### config.mk
export PLATFORM = sky130hd
export DESIGN_NAME = ksm_cell
export DESIGN_NICKNAME = d
export VERILOG_FILES = /design/src/rtl/ksm_pkg.sv /design/src/rtl/ksm_cell.sv
export VERILOG_INCLUDE_DIRS = /design/src /design/src/rtl
export SDC_FILE = /design/constraint.sdc
export NUM_CORES = 1
export LEC_CHECK = 0
export BUFFER_PORTS_ARGS = -buffer_cell sky130_fd_sc_hd__buf_2
export CAP_MARGIN = 20
export CORE_MARGIN = 2
export CORE_UTILIZATION = 52
export DETAILED_ROUTE_END_ITERATION = 8
export GPL_TIMING_DRIVEN = 0
export PLACE_DENSITY = 0.79
export SETUP_SLACK_MARGIN = 0.5
export SYNTH_ARGS = -nofsm -noshare
export SYNTH_HDL_FRONTEND = slang
export SYNTH_SLANG_ARGS = --single-unit
### constraint.sdc
create_clock -name clk -period 15.76 [get_ports clk]
set_clock_uncertainty 0.15 [all_clocks]
set_input_delay 3.94 -clock clk [delete_from_list [all_inputs] [get_ports clk]]
set_output_delay 3.94 -clock clk [all_outputs]
set_load 0.05 [all_outputs]
### src/rtl/assert_macros.svh
// ----------------------------------------------------------------------------
// assert_macros.svh
// Concurrent assertion helpers, clocked on clk and held off during rst_n low.
// ----------------------------------------------------------------------------
`ifndef ASSERT_MACROS_SVH
`define ASSERT_MACROS_SVH

`ifndef SYNTHESIS

// property must hold at every clock edge out of reset
`define KSM_ASSERT(label, prop) \
    label: assert property (@(posedge clk) disable iff (!rst_n) prop) \
        else $error("assertion failed");

// condition must never be true at a clock edge out of reset
`define KSM_ASSERT_NEVER(label, cond) \
    label: assert property (@(posedge clk) disable iff (!rst_n) !(cond)) \
        else $error("forbidden condition seen");

`else

`define KSM_ASSERT(label, prop)
`define KSM_ASSERT_NEVER(label, cond)

`endif

`endif

### src/rtl/ksm_pkg.sv
// ----------------------------------------------------------------------------
// ksm_pkg
// Shared types and constants of the key set membership table.
// ----------------------------------------------------------------------------
package ksm_pkg;

    localparam int KEY_W = 64;

    // item operation codes
    typedef enum logic [1:0] {
        CMD_ADD = 2'd0,
        CMD_HAS = 2'd1,
        CMD_DEL = 2'd2,
        CMD_NOP = 2'd3
    } cmd_e;

    // kind of walk the token is making down the chain
    typedef enum logic {
        PASS_PROBE = 1'b0,
        PASS_PLACE = 1'b1
    } pass_e;

    // token handed from cell to cell
    typedef struct packed {
        logic live;    // token is in this stage
        logic hit;     // a valid entry matched the key
        logic vacant;  // a free entry was seen
        logic placed;  // the key was written into a free entry
    } tok_t;

endpackage

### src/rtl/ksm_cell.sv
// ----------------------------------------------------------------------------
// ksm_cell
// One table entry: a stored key with its valid bit, plus the token stage that
// hands the walk on to the next entry.
// ----------------------------------------------------------------------------
`include "assert_macros.svh"

module ksm_cell (
    input  logic                      clk,
    input  logic                      rst_n,
    input  ksm_pkg::pass_e            mode,
    input  ksm_pkg::cmd_e             cmd,
    input  logic [ksm_pkg::KEY_W-1:0] key,
    input  ksm_pkg::tok_t             tok_in,
    output ksm_pkg::tok_t             tok_out
);
    import ksm_pkg::*;

    logic [KEY_W-1:0] entry_key_reg;
    logic             valid_reg;
    logic             valid_next;
    tok_t             tok_reg;
    tok_t             tok_next;
    logic             match;
    logic             take;

    // compare on the probe walk, claim a free entry on the place walk
    always_comb
    begin
        match = tok_in.live && (mode == PASS_PROBE) && valid_reg
                && (entry_key_reg == key);
        take  = tok_in.live && (mode == PASS_PLACE) && !tok_in.placed && !valid_reg;

        tok_next        = tok_in;
        tok_next.hit    = tok_in.hit | match;
        tok_next.vacant = tok_in.vacant | (tok_in.live && (mode == PASS_PROBE) && !valid_reg);
        tok_next.placed = tok_in.placed | take;

        valid_next = valid_reg;
        if (match && (cmd == CMD_DEL))
        begin
            valid_next = 1'b0;
        end
        if (take)
        begin
            valid_next = 1'b1;
        end
    end

    // control state
    always_ff @(posedge clk or negedge rst_n)
    begin
        if (!rst_n)
        begin
            valid_reg <= 1'b0;
            tok_reg   <= '0;
        end
        else
        begin
            valid_reg <= valid_next;
            tok_reg   <= tok_next;
        end
    end

    // stored key
    always_ff @(posedge clk)
    begin
        if (take)
        begin
            entry_key_reg <= key;
        end
    end

    assign tok_out = tok_reg;

    `KSM_ASSERT(a_fill_on_place, $rose(valid_reg) |-> $past(mode == PASS_PLACE))
    `KSM_ASSERT(a_fill_marks_token, $rose(valid_reg) |-> tok_reg.placed)
    `KSM_ASSERT(a_free_on_delete, $fell(valid_reg) |-> $past(cmd == CMD_DEL))

endmodule

* Word-level counts from Yosys, hierarchy flattened
Index checks and enable logic that the tools add are counted.
** Storage, ports and cells
- Register bits :: 69
- Output and inout port bits :: 4
** Cells by class
- Equality and inequality tests :: 2
- Multiplexer cells :: 2
- Bitwise logic cells :: 4
- Reduce and logical (&&, ||, !) cells :: 11
** Operator list (count)
- equality test 64 bit :: 1
- logical AND 1 bit :: 8
- bitwise OR 1 bit :: 3
- equality test 2 bit (second input constant) :: 1
- logical NOT 1 bit :: 2
- 2-to-1 mux 1 bit :: 2
- nonzero test 2 bit :: 1
- NOT 1 bit :: 1

* Logic depth before layout (Yosys ltp)
Gate-level depths: netlist of the first run.
- Depth in word-level cells :: 7
- Mapped depth :: 5
- Mapped depth without buffers :: 5

* Least setup slack after synthesis of the first run
No wires, ideal clock.
- Path type :: input to register
- Start point :: in tok_in[3] (netlist bit)
- End point :: reg tok_reg (netlist bit tok_out[0])
- Setup time :: 0.095 ns
- Data arrival time :: 9.348 ns
- Data required time :: 15.515 ns
- Path slack :: 6.168 ns
- Cell stages on the path :: 3
- Cell sequence :: nand2b_1 -> nor3b_1 -> or2_2
** RTL lines
- start, declared :: line ksm_cell.sv:14 : input ksm_pkg::tok_t tok_in,
- end signal, assigned :: line ksm_cell.sv:61 : tok_reg <= tok_next;
- end, declared :: line ksm_cell.sv:22 : tok_t tok_reg;

* Worst setup path in the final report of the first run
- Start point :: in tok_in[3] (netlist bit)
- End point :: reg entry_key_reg[29] (enable)
** On the way
- Cells in the longest elaborated chain, start to end :: 3
** RTL lines
- logical AND 1 bit (3 in a row) :: line ksm_cell.sv:32 : take = tok_in.live && (mode == PASS_PLACE) && !tok_in.placed && !valid_reg;
- via take :: line ksm_cell.sv:25 : logic take;
- end signal, assigned :: line ksm_cell.sv:70 : entry_key_reg <= key;
- end, declared :: line ksm_cell.sv:19 : logic [KEY_W-1:0] entry_key_reg;
The timed path passes the listed nets, and every way through them passes these cells.
A chain may end at the register's enable or synchronous reset.

==> results of run 1 <==
[worst max-delay path by stage]
stage | startpoint | endpoint | cells past startpoint
2_1_floorplan | tok_in[3] | tok_out[0] | 3
3_3_place_gp | tok_in[3] | tok_out[0] | 4
3_5_place_dp | tok_in[3] | entry_key_reg[29] | 6
4_1_cts | tok_in[3] | entry_key_reg[17] | 6
5_1_grt | tok_in[3] | entry_key_reg[17] | 6
6_report | tok_in[3] | entry_key_reg[29] | 6
[cell families (layout without fill, tap and decap cells)]
| kind of cell | count (synthesis) | in the layout | synth area share |
|---|---|---|---|
| AOI/OAI and AO/OA | 5 | 5 | 0.01483 |
| xor gates and xnor gates | 62 | 62 | 0.1893 |
| buffers and inverters | 2 | 99 | 0.002618 |
| DFF | 69 | 69 | 0.7135 |
| and+or+nand+nor | 35 | 35 | 0.07980 |
[per-stage QoR]
stage	hold WS, ns	area, µm²	setup slack [ns]
after global routing	0.4344	3611	10.05
after global placement	0.3848	3339	4.309
final	0.4161	3611	10.16
after floorplan	0.3505	2869	6.168
after detailed placement	0.4002	3405	9.818
after CTS	0.4147	3611	10.17
[power by group]
group	internal (µW)	leakage, µW	switching, µW	total, µW
registers	206	0.000635	2.03	208
clock network	88.4	0.000107	61.0	149
logic	15.7	0.000618	17.6	33.3
[layout by cell type, fill, tap and decap left out]
master / n
or2_2: 1
nand3_1: 1
nor4bb_1: 1
o21bai_1: 1
nand2_1: 1
a41o_1: 1
clkinv_2: 3
o221a_2: 1
nor3b_2: 1
nor4_2: 1
nand4bb_1: 1
nor3b_1: 1
xor2_1: 44
a221oi_1: 1
buf_2: 76
buf_8: 1
xnor2_1: 18
and3b_1: 1
nor4_1: 12
bufinv_16: 2
nand3b_1: 1
clkbuf_1: 2
inv_1: 2
dfrtp_1: 5
nor2_1: 3
buf_6: 4
nand2b_1: 1
nand4_1: 9
a21oi_1: 1
edfxtp_1: 64
clkbuf_8: 9
[final cells by class]
cell class	count	area, µm²
multi-input combinational	102	819.5
clock buffer	11	131.4
timing repair buffer	81	440.4
inverter	2	7.507
fill	407	1794
clock inverter	5	75.07
sequential	69	2047
tap	72	90.09
[layer usage]
metal	GRT usage	part of all wire	vias up
met5	0	0	-
met4	0.09474	0.018	0
met3	0.04943	0.063	8
met2	0.2776	0.46	60
met1	0.2211	0.46	789
li1	-	-	837
[worst max-delay path: stages]
cell      delay (ns)
buf_2           0.10
nand2b_1        0.08
nor3b_2         0.76
buf_6           0.26
buf_6           0.17
buf_6           0.17
==> run_results.csv, run 1 <==
group,metric,value,unit
status,outcome,"finished, final reports clean",
global_routing,gr-total-overflow,0,
global_routing,grt_max_degree,14,
global_routing,track_usage,0.1757,
route,post_drt_via_cell_ratio,4.953,
logic_synthesis,synthTopCellsByCount,"edfxtp_1, xor2_1, xnor2_1, nor4_1, nand4_1",
min_path,hold_class,"reg2reg",
final_layout,areaGrowthSynthToFinish,25.86,%
min_path,hold_depth,2,
logic_synthesis,synth.area.top_cells,"edfxtp_1, xor2_1, xnor2_1",
min_path,min_from,"valid_reg",
floorplanning,start_util,0.5308,
route,drtIter0Drc,45,
min_path,hold_end,"valid_reg",
final_layout,fin_util,0.6681,
power,pwr_density_cell,108.3,nW/µm²
placed_design,dpl.cell_count,326,
final_layout,drive_gt1_frac,0.3667,
logic_synthesis,seq_area_frac_synth,0.7135,
sta,timing_hold_violations_final,0,
final_layout,largest_reg_flops,64,
clock_network,cts-resized-gates,0,
logic_synthesis,netlist_area,2869,µm²
clock_network,h-tree-depth,3,
critical_path,r2r_cells,5,
clock_network,cts_root_buffer,"clkbuf_8",
global_routing,antenna_found_initial,0,
critical_path,path_max_fanout,13,
critical_path,crit_required,15.65,ns
logic_synthesis,yosysMostFrequentCell,"edfxtp_1",
critical_path,critPathLaunchType,"input port",
placed_design,dp_hpwl,3746,µm
route,ant_nets,0,
power,p_leak,0.001360,µW
sta,post-route-period-util,0.3555,
job,cap_violations,0,
final_layout,stdcell_count,342,
logic_synthesis,ys_ff_latch,69,
route,routed_wl,4796,µm
floorplanning,die_w,78.28,µm
critical_path,r2r_slack,13.38,ns
logic_synthesis,avgSynthCellArea,16.58,µm²
logic_synthesis,syn_nets,246,
sta,slew_viol_final,0,
clock_network,tritoncts,"done",
power,irDropWorstVdd,0.00006417,V
route,vias,1694,
logic_synthesis,synthDistinctLibCells,23,
global_routing,grt_pass1_vias,1802,
clock_network,ctsHoldBuffers,0,
route,wl_per_cell,14.02,µm
clock_network,clkSlewWorstSetupHoldPaths,0.07,ns
clock_network,cts_buffers,9,
placed_design,io_buffer_count,76,
logic_synthesis,synth_cells,173,
logic_synthesis,ys.warnings.count,0,
logic_synthesis,synth-edff-count,64,
route,drc_errors,0,
clock_network,cts.sinks,69,
critical_path,arrival,5.49,ns
placed_design,place.gp.congestion,0.7412,
final_layout,insertedDiodeCount,0,
sta,final.setup.tns,0,ns
floorplanning,die_height,78.28,µm
floorplanning,ios,77,
final_layout,nets,338,
route,drt_first_pass_iters,4,
critical_path,criticalPathCategory,"in2reg",
clock_network,clockBufferDepth,2,
logic_synthesis,synth_top_cell_by_area,"edfxtp_1",
critical_path,end_kind,"register",
logic_synthesis,synthFlopType,"edfxtp_1",
floorplanning,die-area,6128,µm²
sta,setup_viol,0,
clock_network,clock_latency,0.33,ns
logic_synthesis,synth_top_area_frac,0.6699,
sta,fmax,0.1785,GHz
clock_network,post_cts_buffers,0,
sta,tightest_slew,0.9320,ns
sta,rsz0062_at_grt,"false",
floorplanning,fp.coreArea,5405,µm²
sta,maxSlewHeadroom,0.3760,
critical_path,reg2reg_to,"entry_key_reg[29]",
sta,fin_crit,5.603,ns
power,power,391.1,µW
logic_synthesis,async_flop_share,0.07246,
global_routing,grt_pass1_wl,7955,µm
critical_path,r2r_start,"valid_reg",
floorplanning,fp-row-count,27,
Note: power is estimated with default switching activity, not from simulation.
==> run 2, diff against run 1 <==
ABC_AREA = 1   (was not set)
PLACE_DENSITY = 0.78   (was 0.79)
clock period = 5.7 ns   (was 15.76 ns; I/O delays follow)
==> run 2 against run 1 <==
First-iteration DRC count grew 87%; synthesized area grew 8.9%; routed wire length grew 10%; largest cell class unchanged; critical endpoint is now entry_key_reg[59]; largest power group unchanged; count of clock-buffer cells in the layout grew 2; critical path type unchanged; cell count grew 36%; combinational power grew to 2.9 times the previous value; clock power grew to 3.1 times the previous value; non-clock buffer count shrank 1; cell area grew 8.2%.
==> run_results.csv, run 2 <==
group,metric,value,unit
critical_path,r2r_cells,3,
global_routing,grt_pass1_vias,2130,
final_layout,insertedDiodeCount,0,
final_layout,fin_util,0.6677,
floorplanning,start_util,0.5340,
status,outcome,"finished, final reports clean",
final_layout,nets,457,
sta,tightest_slew,0.8077,ns
critical_path,r2r_start,"valid_reg",
clock_network,tritoncts,"done",
logic_synthesis,synthSimpleGateAreaFrac,0.1786,
logic_synthesis,synth_cells,293,
global_routing,grt_pass1_wl,8604,µm
critical_path,path_max_fanout,16,
sta,slew_viol_final,0,
placed_design,dp_hpwl,4150,µm
clock_network,ctsHoldBuffers,0,
global_routing,antenna_found_initial,0,
critical_path,critPathLaunchType,"input port",
route,routed_wl,5279,µm
logic_synthesis,synthDistinctLibCells,16,
job,cap_violations,0,
critical_path,r2r_slack,3.59,ns
clock_network,h-tree-depth,3,
critical_path,end_kind,"register",
sta,fin_crit,2.888,ns
logic_synthesis,synth_top_area_frac,0.6151,
power,p_leak,0.001718,µW
route,wl_per_cell,11.38,µm
floorplanning,fp.coreArea,5851,µm²
sta,fmax,0.3463,GHz
logic_synthesis,ys_ff_latch,69,
logic_synthesis,yosys-mux-area-fraction,0,
final_layout,nFillCells,461,
sta,setup_viol,0,
logic_synthesis,synth-edff-count,64,
critical_path,reg2reg_to,"entry_key_reg[59]",
logic_synthesis,netlist_area,3124,µm²
logic_synthesis,yosysMostFrequentCell,"nand2_1",
power,pwr_density_cell,290.8,nW/µm²
logic_synthesis,synthFlopType,"edfxtp_1",
min_path,hold_depth,1,
critical_path,crit_required,5.59,ns
critical_path,startpoint,"tok_in[3]",
route,post_drt_via_cell_ratio,4.567,
clock_network,cts-resized-gates,0,
route,drtIter0Drc,84,
logic_synthesis,synth_compound_area_frac,0.005206,
floorplanning,die_w,81.51,µm
power,irDropWorstVdd,0.0001922,V
final_layout,seq_area,2047,µm²
route,drc_errors,0,
clock_network,cts_buffers,9,
final_layout,multi_input_area,930.9,µm²
clock_network,clock_latency,0.34,ns
floorplanning,fp-row-count,28,
power,power,1136,µW
global_routing,gr-total-overflow,0,
logic_synthesis,avgSynthCellArea,10.66,µm²
logic_synthesis,synth.area.top_cells,"edfxtp_1, nand2_1, xnor2_1",
logic_synthesis,synthXorXnorAreaFrac,0.1093,
clock_network,post_cts_buffers,0,
floorplanning,die-area,6644,µm²
route,vias,2119,
logic_synthesis,syn_nets,366,
critical_path,criticalPathCategory,"in2reg",
sta,post-route-period-util,0.5066,
route,ant_nets,0,
placed_design,place.gp.congestion,0.6943,
global_routing,grt_max_degree,17,
min_path,hold_end,"tok_out[1]",
final_layout,drive_gt1_frac,0.2622,
clock_network,cts.sinks,69,
final_layout,largest_reg_flops,64,
sta,final.setup.tns,0,ns
sta,maxSlewHeadroom,0.4575,
logic_synthesis,seq_area_frac_synth,0.6552,
sta,timing_hold_violations_final,0,
final_layout,final_cell_mix,"nand2_1, buf_2, edfxtp_1, nor2_1, inv_1",
global_routing,track_usage,0.1722,
min_path,hold_class,"reg2reg",
logic_synthesis,synth_fa_ha_area_frac,0,
final_layout,areaGrowthSynthToFinish,25.03,%
sta,rsz0062_at_grt,"false",
logic_synthesis,synthTopCellsByCount,"nand2_1, edfxtp_1, nor2_1, inv_1, xnor2_1",
logic_synthesis,async_flop_share,0.07246,
clock_network,clkSlewWorstSetupHoldPaths,0.07,ns
clock_network,clockBufferDepth,2,
critical_path,arrival,2.78,ns
floorplanning,ios,77,
logic_synthesis,synth_top_cell_by_area,"edfxtp_1",
route,drt_first_pass_iters,4,
min_path,min_from,"valid_reg",
placed_design,io_buffer_count,76,
clock_network,cts_root_buffer,"clkbuf_8",
logic_synthesis,synth_top_family_by_area,"simple AND/OR/NAND/NOR gates",
floorplanning,die_height,81.51,µm
logic_synthesis,ys.warnings.count,0,
final_layout,final_common_cell,"nand2_1",
-- run 2: worst max-delay path by stage --
| stage | cells after the start | slack (ns) | to |
|---|---|---|---|
| 6_report | 5 | 2.81 | entry_key_reg[59] |
| 5_1_grt | 5 | 2.71 | entry_key_reg[59] |
| 4_1_cts | 4 | 2.78 | entry_key_reg[7] |
| 3_5_place_dp | 4 | 2.41 | entry_key_reg[37] |
| 3_3_place_gp | 2 | 0.60 | entry_key_reg[41] |
| 2_1_floorplan | 2 | 1.51 | entry_key_reg[0] |
-- run 2: final cells by class --
class,instances,area share
clock buffer,13,0.04580
timing repair buffer,80,0.1099
multi-input combinational,181,0.2383
sequential,69,0.5240
tap,75,0.02402
clock inverter,3,0.01666
inverter,43,0.04132
-- run 2: routing by layer --
metal	GRT usage	up-vias	part of all wire
li1	-	1104	-
met1	0.1929	956	0.41
met2	0.3090	47	0.52
met3	0.03626	12	0.045
met4	0.08644	0	0.024
met5	0	-	0
-- run 2: kinds of logic after synthesis --
logic type	after synthesis
and+or+nand+nor	140
DFF	69
buffers and inverters	43
xor gates and xnor gates	39
AOI/OAI and AO/OA	2
-- run 2: per-stage QoR --
stage	hold WS (ns)	cells	setup WS [ns]	area, µm²
after detailed placement	0.4186	448	2.412	3662
after CTS	0.4199	464	2.782	3906
after global routing	0.4585	464	2.713	3906
final	0.4171	464	2.812	3906
after global placement	0.4217	444	0.6043	3613
after floorplan	0.3724	293	1.514	3139
-- run 2: critical path: stages --
cell and delay [ns]:
buf_2 0.12, inv_1 0.07, nor4_4 0.68, buf_6 0.29, buf_6 0.20
-- run 2: power by group --
group	internal, µW	leakage, µW	switching [µW]	total, µW
Clock	294	0.000126	172	465
Combinational	44.1	0.000958	51.5	95.6
Sequential	568	0.000634	6.71	575
